--- src/sv/sent_crc4_pkg.sv ---
// Package: constants, codes and GF(2) nibble arithmetic for the SENT CRC4 block.
`timescale 1ns / 1ps

package sent_crc4_pkg;

  typedef logic [3:0] nibble_t;
  typedef logic [1:0] crc_mode_t;

  // Generator x^4 + x^3 + x^2 + 1
  localparam logic [4:0] CRC_POLY = 5'h1D;
  localparam int WORD_NIBBLES = 8;

  // Mode codes
  localparam crc_mode_t MODE_LEGACY      = 2'd0;
  localparam crc_mode_t MODE_RECOMMENDED = 2'd1;
  localparam crc_mode_t MODE_ALTERNATIVE = 2'd2;

  // Register indexes
  localparam logic CFG_MODE = 1'b0;
  localparam logic CFG_SEED = 1'b1;

  localparam crc_mode_t MODE_RESET = MODE_RECOMMENDED;
  localparam nibble_t   SEED_RESET = 4'h5;

  // a * b mod P: carry-less 4x4 product, then three reduction steps
  function automatic nibble_t gf_mul(input nibble_t a, input nibble_t b);
    logic [6:0] p;
    p = '0;
    for (int i = 0; i < 4; i++) begin
      if (b[i]) p = p ^ ({3'b000, a} << i);
    end
    for (int k = 6; k >= 4; k--) begin
      if (p[k]) p = p ^ ({2'b00, CRC_POLY} << (k - 4));
    end
    return p[3:0];
  endfunction

  // x^j mod P for j = 0..6 (x has order 7 modulo P)
  function automatic nibble_t xpow(input logic [2:0] j);
    nibble_t r;
    case (j)
      3'd0:    r = 4'h1;
      3'd1:    r = 4'h2;
      3'd2:    r = 4'h4;
      3'd3:    r = 4'h8;
      3'd4:    r = 4'hD;
      3'd5:    r = 4'h7;
      3'd6:    r = 4'hE;
      default: r = 4'h1;
    endcase
    return r;
  endfunction

  // x^(4e) mod P for a nibble count e
  function automatic nibble_t x4pow(input logic [3:0] e);
    nibble_t r;
    case (e)
      4'd0, 4'd7, 4'd14:  r = 4'h1;
      4'd1, 4'd8, 4'd15:  r = 4'hD;
      4'd2, 4'd9:         r = 4'h2;
      4'd3, 4'd10:        r = 4'h7;
      4'd4, 4'd11:        r = 4'h4;
      4'd5, 4'd12:        r = 4'hE;
      4'd6, 4'd13:        r = 4'h8;
      default:            r = 4'h1;
    endcase
    return r;
  endfunction

endpackage

--- src/sv/sent_crc4_multi_mode_top.sv ---
// Top level: SENT CRC4 checksum over seed, status and data nibbles, three modes.
`timescale 1ns / 1ps

// Usage
//   Command channel: drive data_word, nibble_count and status_nibble with start
//   high; the transaction is taken at that rising edge (busy is always low, so
//   every start is taken). A new transaction may follow in every cycle.
//   Result channel: done pulses for one cycle with crc_value valid in that same
//   cycle. The receiver cannot stall; it must sample crc_value while done is high.
//   Timing: the command is captured in the input register, and crc_value and done
//   are set in the result register behind it, with no stall between the two.
//   Throughput: one frame per
//   cycle, set by the single combinational pass between those two registers.
//   The CRC is linear, so each counted nibble is scaled by a fixed power of x
//   modulo the generator in its own lane; one variable scale by x^(4e) then
//   aligns the seed part (in alternative mode also status and data), with e the
//   saturated nibble count (plus one outside legacy mode).
//   Configuration: cfg_wr_en with cfg_index 0 writes crc_mode, 1 writes crc_seed;
//   write only while no transaction is in flight.
//   Reset (rst, synchronous): drop any transaction in flight, clear done, and load
//   crc_mode = recommended, crc_seed = 5.
module sent_crc4_multi_mode_top #(
  parameter int MAX_NIBBLES = 8
) (
  input  logic        clk,
  input  logic        rst,
  input  logic        start,
  output logic        busy,
  input  logic [31:0] data_word,
  input  logic [3:0]  nibble_count,
  input  logic [3:0]  status_nibble,
  input  logic        cfg_wr_en,
  input  logic        cfg_index,
  input  logic [3:0]  cfg_wdata,
  output logic        done,
  output logic [3:0]  crc_value
);

  localparam logic [3:0] MAX_COUNT = 4'(MAX_NIBBLES);

  // Configuration registers
  sent_crc4_pkg::crc_mode_t crc_mode;
  sent_crc4_pkg::nibble_t   crc_seed;

  // Input register
  logic        in_valid;
  logic [31:0] data_q;
  logic [3:0]  count_q;
  logic [3:0]  status_q;

  // Lane terms
  sent_crc4_pkg::nibble_t right_term [MAX_NIBBLES];
  sent_crc4_pkg::nibble_t left_term  [MAX_NIBBLES];

  logic                   alt_mode;
  sent_crc4_pkg::nibble_t right_sum;
  sent_crc4_pkg::nibble_t left_sum;
  sent_crc4_pkg::nibble_t head;
  sent_crc4_pkg::nibble_t tail;
  logic [3:0]             exp_count;
  sent_crc4_pkg::nibble_t crc_next;

  assign busy = 1'b0;

  always_ff @(posedge clk) begin
    if (rst) begin
      crc_mode <= sent_crc4_pkg::MODE_RESET;
      crc_seed <= sent_crc4_pkg::SEED_RESET;
    end else if (cfg_wr_en) begin
      case (cfg_index)
        sent_crc4_pkg::CFG_MODE: crc_mode <= cfg_wdata[1:0];
        sent_crc4_pkg::CFG_SEED: crc_seed <= cfg_wdata;
        default: ;
      endcase
    end
  end

  // Capture the command, saturating the count
  always_ff @(posedge clk) begin
    if (rst) begin
      in_valid <= 1'b0;
    end else begin
      in_valid <= start;
    end
    if (start) begin
      data_q   <= data_word;
      count_q  <= (nibble_count > MAX_COUNT) ? MAX_COUNT : nibble_count;
      status_q <= status_nibble;
    end
  end

  // Right-aligned lane g carries x^(4g); left-aligned lane g (nibble g+1)
  // carries x^(-4(g+1)) = x^(3(g+1) mod 7).
  for (genvar g = 0; g < MAX_NIBBLES; g++) begin : g_lane
    localparam logic [2:0] RJ = 3'((4 * g) % 7);
    localparam logic [2:0] LJ = 3'((3 * (g + 1)) % 7);
    logic lane_en;
    assign lane_en = (count_q > 4'(g));
    if (g < sent_crc4_pkg::WORD_NIBBLES) begin : g_word
      assign right_term[g] = lane_en ?
          sent_crc4_pkg::gf_mul(data_q[4*g +: 4], sent_crc4_pkg::xpow(RJ)) : 4'h0;
      assign left_term[g] = lane_en ?
          sent_crc4_pkg::gf_mul(data_q[31-4*g -: 4], sent_crc4_pkg::xpow(LJ)) : 4'h0;
    end else begin : g_zero
      // nibbles past the 32-bit word count as zero
      assign right_term[g] = 4'h0;
      assign left_term[g]  = 4'h0;
    end
  end

  always_comb begin
    right_sum = 4'h0;
    left_sum  = 4'h0;
    for (int i = 0; i < MAX_NIBBLES; i++) begin
      right_sum = right_sum ^ right_term[i];
      left_sum  = left_sum ^ left_term[i];
    end

    alt_mode = (crc_mode == sent_crc4_pkg::MODE_ALTERNATIVE);

    // crc = x^(4e) * head ^ tail
    case (crc_mode)
      sent_crc4_pkg::MODE_LEGACY: begin
        head      = crc_seed;
        tail      = right_sum;
        exp_count = count_q;
      end
      sent_crc4_pkg::MODE_ALTERNATIVE: begin
        head      = crc_seed ^ status_q ^ left_sum;
        tail      = 4'h0;
        exp_count = count_q + 4'd1;
      end
      default: begin
        // recommended, and the unused code: append a zero nibble
        head      = crc_seed;
        tail      = sent_crc4_pkg::gf_mul(right_sum, sent_crc4_pkg::xpow(3'd4));
        exp_count = count_q + 4'd1;
      end
    endcase

    crc_next = sent_crc4_pkg::gf_mul(head, sent_crc4_pkg::x4pow(exp_count)) ^
               (alt_mode ? 4'h0 : tail);
  end

  // Result register
  always_ff @(posedge clk) begin
    if (rst) begin
      done <= 1'b0;
    end else begin
      done <= in_valid;
    end
    if (in_valid) begin
      crc_value <= crc_next;
    end
  end

endmodule

--- config.mk ---
export PLATFORM = sky130hd
export DESIGN_NAME = sent_crc4_multi_mode_top
export DESIGN_NICKNAME = d
export VERILOG_FILES = /design/src/sv/sent_crc4_pkg.sv /design/src/sv/sent_crc4_multi_mode_top.sv
export SDC_FILE = /design/constraint.sdc
export NUM_CORES = 1
export LEC_CHECK = 0
export BUFFER_PORTS_ARGS = -buffer_cell sky130_fd_sc_hd__buf_2
export CORE_MARGIN = 2
export CORE_UTILIZATION = 44
export CTS_BUF_LIST = sky130_fd_sc_hd__clkbuf_8
export CTS_CLUSTER_DIAMETER = 120
export CTS_CLUSTER_SIZE = 10
export DETAILED_ROUTE_END_ITERATION = 10
export SLEW_MARGIN = 20
export SYNTH_ARGS = -nofsm -noshare
export SYNTH_HDL_FRONTEND = slang
export SYNTH_SLANG_ARGS = --single-unit
--- constraint.sdc ---
create_clock -name clk -period 6.1 [get_ports clk]
set_input_delay 0.305 -clock clk [delete_from_list [all_inputs] [get_ports clk]]
set_output_delay 0.305 -clock clk [all_outputs]
set_load 0.01 [all_outputs]
Word-level counts from Yosys, hierarchy flattened
Memories as Yosys holds them, arrays and structs flattened.
Index checks and enable logic that the tools add are counted.

word-level totals
  register bits = 52
  input port bits = 49
  word-level logic and storage cells = 166
  output and inout bits = 6
  memories = 1
  memory bits (read-only) = 64

operators by class
  magnitude comparators = 9
  $add $sub $neg = 1
  equality and inequality tests = 1
  reductions and logical operators = 4
  bitwise gates (word level) = 74
  mux-type cells = 68

memory list
  name             depth  bits a word  read ports  clocked after Yosys merged registers in  write ports  line                 RTL
  (no name shown)  16     4            1           0                                        0            sent_crc4_pkg.sv:57  case (e)

operator list
  cell                                                                             count
  4-bit two-way mux                                                                36
  3-bit NOT                                                                        39
  6-bit two-way mux                                                                12
  5-bit two-way mux                                                                14
  4-bit bitwise XOR                                                                17
  7-bit two-way mux                                                                6
  6-bit by 7-bit bitwise XOR with 7-bit output                                     4
  5-bit by 6-bit bitwise XOR with 6-bit output                                     4
  4-bit by 3-bit greater-than comparator with 1-bit output, second input constant  4
  7-bit by 6-bit bitwise XOR with 7-bit output                                     2
  7-bit bitwise XOR                                                                2
  4-bit by 6-bit bitwise XOR with 6-bit output                                     2
  4-bit by 5-bit bitwise XOR with 5-bit output                                     2
  4-bit by 1-bit greater-than comparator with 1-bit output, second input constant  2
  4-bit by 2-bit greater-than comparator with 1-bit output, second input constant  2
  7-bit by 5-bit bitwise XOR with 7-bit output                                     1
  4-bit by 1-bit adder with 4-bit output, second input constant                    1
  4-bit greater-than comparator, second input constant                             1
  2-bit AND reduction                                                              2
  2-bit equality test, second input constant                                       1
  2-bit logical NOT                                                                1
  2-bit OR reduction                                                               1
  1-bit NOT                                                                        1

Longest topological paths before layout
  depth in word-level cells = 32
  mapped depth = 15
  depth with buffers taken out = 14

Worst setup path after synthesis
OpenSTA, ideal clock, no wires.

  path kind = reg-to-reg
  start = register count_q[1]
  end = register crc_value[2] (data pin)
  data required time = 5838 ps
  setup time = 262 ps
  period minus slack after synthesis = 3491 ps
  arrival time = 3229 ps
  path buffers = 1
  setup slack = 2609 ps
  cell stages (with the launch flop) = 15
  path through = edfxtp_1 > buf_2 > inv_1 > ha_1 > or2_2 > a21oi_1 > xnor2_1 > xnor3_1 > xnor2_2 > xor2_1 > xnor2_1 > a22oi_2 > xnor2_1 > xnor3_1 > xor2_1

between the ends
  cells in the longest elaborated chain, start to end = 24
  elaborated cells on any way between the ends = 72
  classes of those cells = add/sub: 1; order compare: 8; mux: 35; bitwise: 27; memory: 1

RTL lines
  what                                                                               line                                                              RTL
  from (decl)                                                                        sent_crc4_multi_mode_top.sv:48                                    logic [3:0] count_q;
  from (signal assigned)                                                             sent_crc4_multi_mode_top.sv:87                                    count_q <= (nibble_count > MAX_COUNT) ? MAX_COUNT : nibble_count;
  4-bit by 1-bit greater-than comparator with 1-bit output                           sent_crc4_multi_mode_top.sv:98                                    assign lane_en = (count_q > 4'(g));
  4-bit two-way mux, on equally long branches                                        sent_crc4_multi_mode_top.sv:102, sent_crc4_multi_mode_top.sv:100
  4-bit bitwise XOR, on equally long branches (7 in series)                          sent_crc4_multi_mode_top.sv:116, sent_crc4_multi_mode_top.sv:115
  4-bit bitwise XOR or 7-bit two-way mux (tied branches)                             sent_crc4_multi_mode_top.sv:129, sent_crc4_multi_mode_top.sv:122
  4-bit two-way mux or 7-bit by 6-bit bitwise XOR with 7-bit output (tied branches)  sent_crc4_multi_mode_top.sv:122, sent_crc4_pkg.sv:30
  4-bit two-way mux or 7-bit two-way mux (tied branches)                             sent_crc4_pkg.sv:30, sent_crc4_multi_mode_top.sv:122
  7-bit by 5-bit bitwise XOR with 7-bit output or 7-bit bitwise XOR (tied branches)  sent_crc4_pkg.sv:30                                               if (b[i]) p = p ^ ({3'b000, a} << i);
  7-bit two-way mux, on equally long branches                                        sent_crc4_pkg.sv:30, sent_crc4_multi_mode_top.sv:122
  (+3 left out)                                                                      --
  7-bit two-way mux or 5-bit two-way mux (tied branches)                             sent_crc4_pkg.sv:30, sent_crc4_pkg.sv:33
  3-bit NOT (no line) or 5-bit two-way mux (tied branches)                           --
  6-bit two-way mux or 3-bit NOT (tied branches)                                     --
  5-bit two-way mux or 4-bit two-way mux (tied branches)                             sent_crc4_pkg.sv:33                                               if (p[k]) p = p ^ ({2'b00, CRC_POLY} << (k - 4));
  3-bit NOT (no line) or 4-bit two-way mux (tied branches)                           --
  4-bit two-way mux, on equally long branches                                        sent_crc4_pkg.sv:33, sent_crc4_multi_mode_top.sv:142
  4-bit bitwise XOR (*)                                                              sent_crc4_multi_mode_top.sv:141                                   crc_next = sent_crc4_pkg::gf_mul(head, sent_crc4_pkg::x4pow(exp_count)) ^
  net crc_next[2]                                                                    sent_crc4_multi_mode_top.sv:61                                    sent_crc4_pkg::nibble_t crc_next;
  to (signal assigned)                                                               sent_crc4_multi_mode_top.sv:153                                   crc_value <= crc_next;
  to (decl)                                                                          sent_crc4_multi_mode_top.sv:36                                    output logic [3:0] crc_value

Mark *: on every way through the listed nets, which the timed path passes. The rest lies on a longest branch. The select of a mux whose other input is x is not followed.
A chain may end at the register's enable or synchronous reset.

Worst setup path in the final report
  start = register count_q[3]
  end = register crc_value[2] (data pin)

The elaborated chain is that of the path after synthesis.

==> key figures <==
Critical path
  – Worst Path Required: 6.16 ns
  – Kind of critical path: reg2reg
  – Critical R2R Capture: crc_value[2]
  – Crit end category: flop
  – Critical path fanouts, max: 33
  – R2R setup slack: 1.86 ns
  – CP Launch Point: count_q[3]
  – Crit start category: flop
  – R2R Path Start: count_q[3]
  – Max incr delay on CP: ~1.1 ns
  – Worst EP arrival: ~4.3 ns
  – CP Cell Sequence: or2_1 -> o21ai_1 -> xnor3_1 -> xnor3_1 -> mux2i_1 -> xor2_2 -> or2_1 -> a21oi_1 -> o31ai_2 -> o211ai_2 -> xor2_1
  – R2R depth: 11
  – Critical path's slowest cell: edfxtp_1

Finish
  – Area added between synthesis and finish: 9.38%
  – Fill cells: slightly below 900
  – Ant diodes: 0
  – Final instance area: 4440 µm²
  – Layout net count: 488
  – Share of cells above drive strength 1: 0.183

Placed design
  – Port Buffers: 53
  – Dpl ws: just under 2 ns
  – Gpl congestion: roughly 0.87
  – Dpl cell area: approximately 4300 µm²
  – DP HPWL: about 6.4 mm

Die
  – Die span in x: 100 µm
  – IO Pins: 55
  – DIE AREA: roughly 10,000 µm²
  – Core box area: a little over 9000 µm²
  – Initial Utilization: 0.445
  – FP Rows: 35
  – Die height: ~100 µm

Routing
  – Drt wl/cell: around 15 µm
  – Routed vias: between 2,000 and 3,000
  – Drt first-iter violations: around 190
  – 1st-pass router iterations: 4
  – Post-route ant nets: 0
  – DR vias/cell: roughly 5.3
  – Post-Route WL: approximately 8.3 mm
  – Drt drc: 0

Synthesis
  – Mapped Nets: 448
  – Synth warn: 0
  – Syn avg cell area: approximately 10 µm²
  – Synthesized cell area: 4060 µm²
  – Number of flops mapped to enable cells by yosys: between 40 and 50
  – Post-synth ARST share: 0
  – Post-Synthesis Cells: approximately 390
  – Distinct cell type count after synthesis: 58
  – Main synth FF type: edfxtp_1
  – Post-synthesis sequential area ratio: 0.365
  – Yosys reg bits: between 50 and 60

STA
  – Worst-Margin Slew: approximately 1.1 ns
  – F_max: 236 MHz
  – Setup ws final: ~1.9 ns
  – Max-slew violation total from the final report: 0
  – Worst clock skew: between 0.005 and 0.006 ns
  – Tcrit/Tclk final: 0.695
  – WHS: around 0.17 ns
  – Setup TNS: 0 ns
  – Shortest period the worst path allows: 4.24 ns
  – Max-slew headroom: 0.293
  – Final Hold Violating Endpoints: 0
  – Final setup fails: 0
  – RSZ-0062 raised after global routing: false

Run
  – Max-Cap Viols: 0

Clock network
  – Clock sinks: 52
  – Clock root cell: clkbuf_8
  – Post-cts resize count: 0
  – Num CTS Buffers: 5
  – Clock Latency Late Sink: 0.30 ns
  – CTS tree: built
  – Clock transition at path regs: 0.10 ns
  – Setup Fix Bufs, Post-CTS: 0
  – Hold-fix buffers at CTS: 0
  – Htree depth: 2
  – CTS Buffer Depth: 2

Power and ir drop
  – Pwr per Cell Area: 362 nW/µm²
  – P_leak: around 1.8 nW
  – Power Total: about 1.6 mW
  – VDD IR max: 151 µV

Global route
  – Vias in the first global route: between 2,000 and 3,000
  – Largest net degree at the start of global routing: 42
  – Overall global routing resource usage: 0.172
  – Global-route wire length before repair: 13.6 mm
  – Congestion Overflow GR: 0
  – Initial antenna violation count: 0

Worst hold path
  – Hold EP: data_q[11]
  – Worst hold path stage count: 1
  – Min-delay src: data_word[11]
  – Hold WC Path Type: in2reg

Outcome
  – Outcome: complete, no violations
-- through the flow --
step | cells | util
after floorplan | 391 | -
after global placement | 535 | 0.477
after detailed placement | 535 | 0.477
after CTS | 543 | 0.487
after global routing | 543 | 0.487
final | 543 | 0.487
-- per-layer routing --
metal	vias to the layer above	global-route usage	share of wire
met3	8	0.0258	0.042
met5	-	0	0
met4	0	0.0379	0.011
met2	77	0.274	0.46
met1	1330	0.250	0.48
li1	1438	-	-
-- worst max path at each step --
stage | endpoint | cells past startpoint | slack, ns
5_1_grt | crc_value[2] | 11 | 1.59
3_3_place_gp | crc_value[2] | 11 | 2.05
2_1_floorplan | crc_value[2] | 14 | 2.61
4_1_cts | crc_value[2] | 11 | 1.92
3_5_place_dp | crc_value[2] | 11 | 1.95
6_report | crc_value[2] | 11 | 1.86
-- Yosys cell counts, drive strengths merged (10+ instances only) --
master  number  share of area
edfxtp      44           0.33
a21oi       19          0.023
nand2       22          0.020
xnor3       11          0.061
inv         11          0.010
xor2        32          0.071
nor2        28          0.028
o21ai       28          0.035
nand2b      10          0.015
xnor2       64           0.14
buf         14          0.022
-- final cells by class --
cell class	instances	area (µm²)	share of cell area
Clock inverter	3	20.0	0.00451
Clock buffer	5	68.8	0.0155
Sequential cell	52	1480	0.334
Multi-Input combinational cell	308	2420	0.546
Tap cell	111	139	0.0313
Timing Repair Buffer	53	265	0.0598
Inverter	11	41.3	0.00931
-- registers in the layout, summed over array words and instances (netlist names) --
name and cells:
crc_mode 2, data_q 32, count_q 4, crc_seed 4
status_q 4, crc_value 4, done 1, in_valid 1
-- power by group --
part / switching [mW] / internal [mW] / total, mW
registers: 0.0444 / 0.456 / 0.500
logic: 0.437 / 0.472 / 0.909
clock network: 0.116 / 0.0803 / 0.196
total: 0.597 / 1.01 / 1.60
-- worst max-delay path: cells and delay by family, from the launching register on --
| kind | cells | cell delay (ns) |
|---|---|---|
| AO/OA/AOI/OAI | 4 | 0.65 |
| XOR/XNOR | 4 | 1.30 |
| flip-flops | 1 | 1.06 |
| multiplexers | 1 | 0.27 |
| AND/OR/NAND/NOR | 2 | 0.70 |
-- cells in the final DEF (no fill, tap or decap), drive strengths merged, types with 3 or more instances in the layout --
master	count
a21oi	19
a221oi	3
a22oi	5
a31oi	4
and3	3
buf	53
clkbuf	5
dfxtp	8
edfxtp	44
ha	8
inv	12
mux2i	9
nand2	22
nand2b	10
nand3	7
nor2	28
nor2b	9
nor3	5
o211ai	4
o21a	3
o21ai	28
o22ai	3
or2	7
xnor2	64
xnor3	11
xor2	32
-- cell families (layout without fill, tap and decap cells) --
| kind of cell | after synthesis | after routing | synth area share |
|---|---|---|---|
| buf+inv | 31 | 72 | 0.0380 |
| xor+xnor | 109 | 109 | 0.286 |
| flops | 52 | 52 | 0.365 |
| other cells | 1 | 1 | 0.000925 |
| simple gates | 97 | 97 | 0.124 |
| mux | 11 | 11 | 0.0305 |
| fa+ha+maj | 8 | 8 | 0.0247 |
| compound gates | 82 | 82 | 0.131 |
No activity file was read; power rests on OpenSTA's default activity.
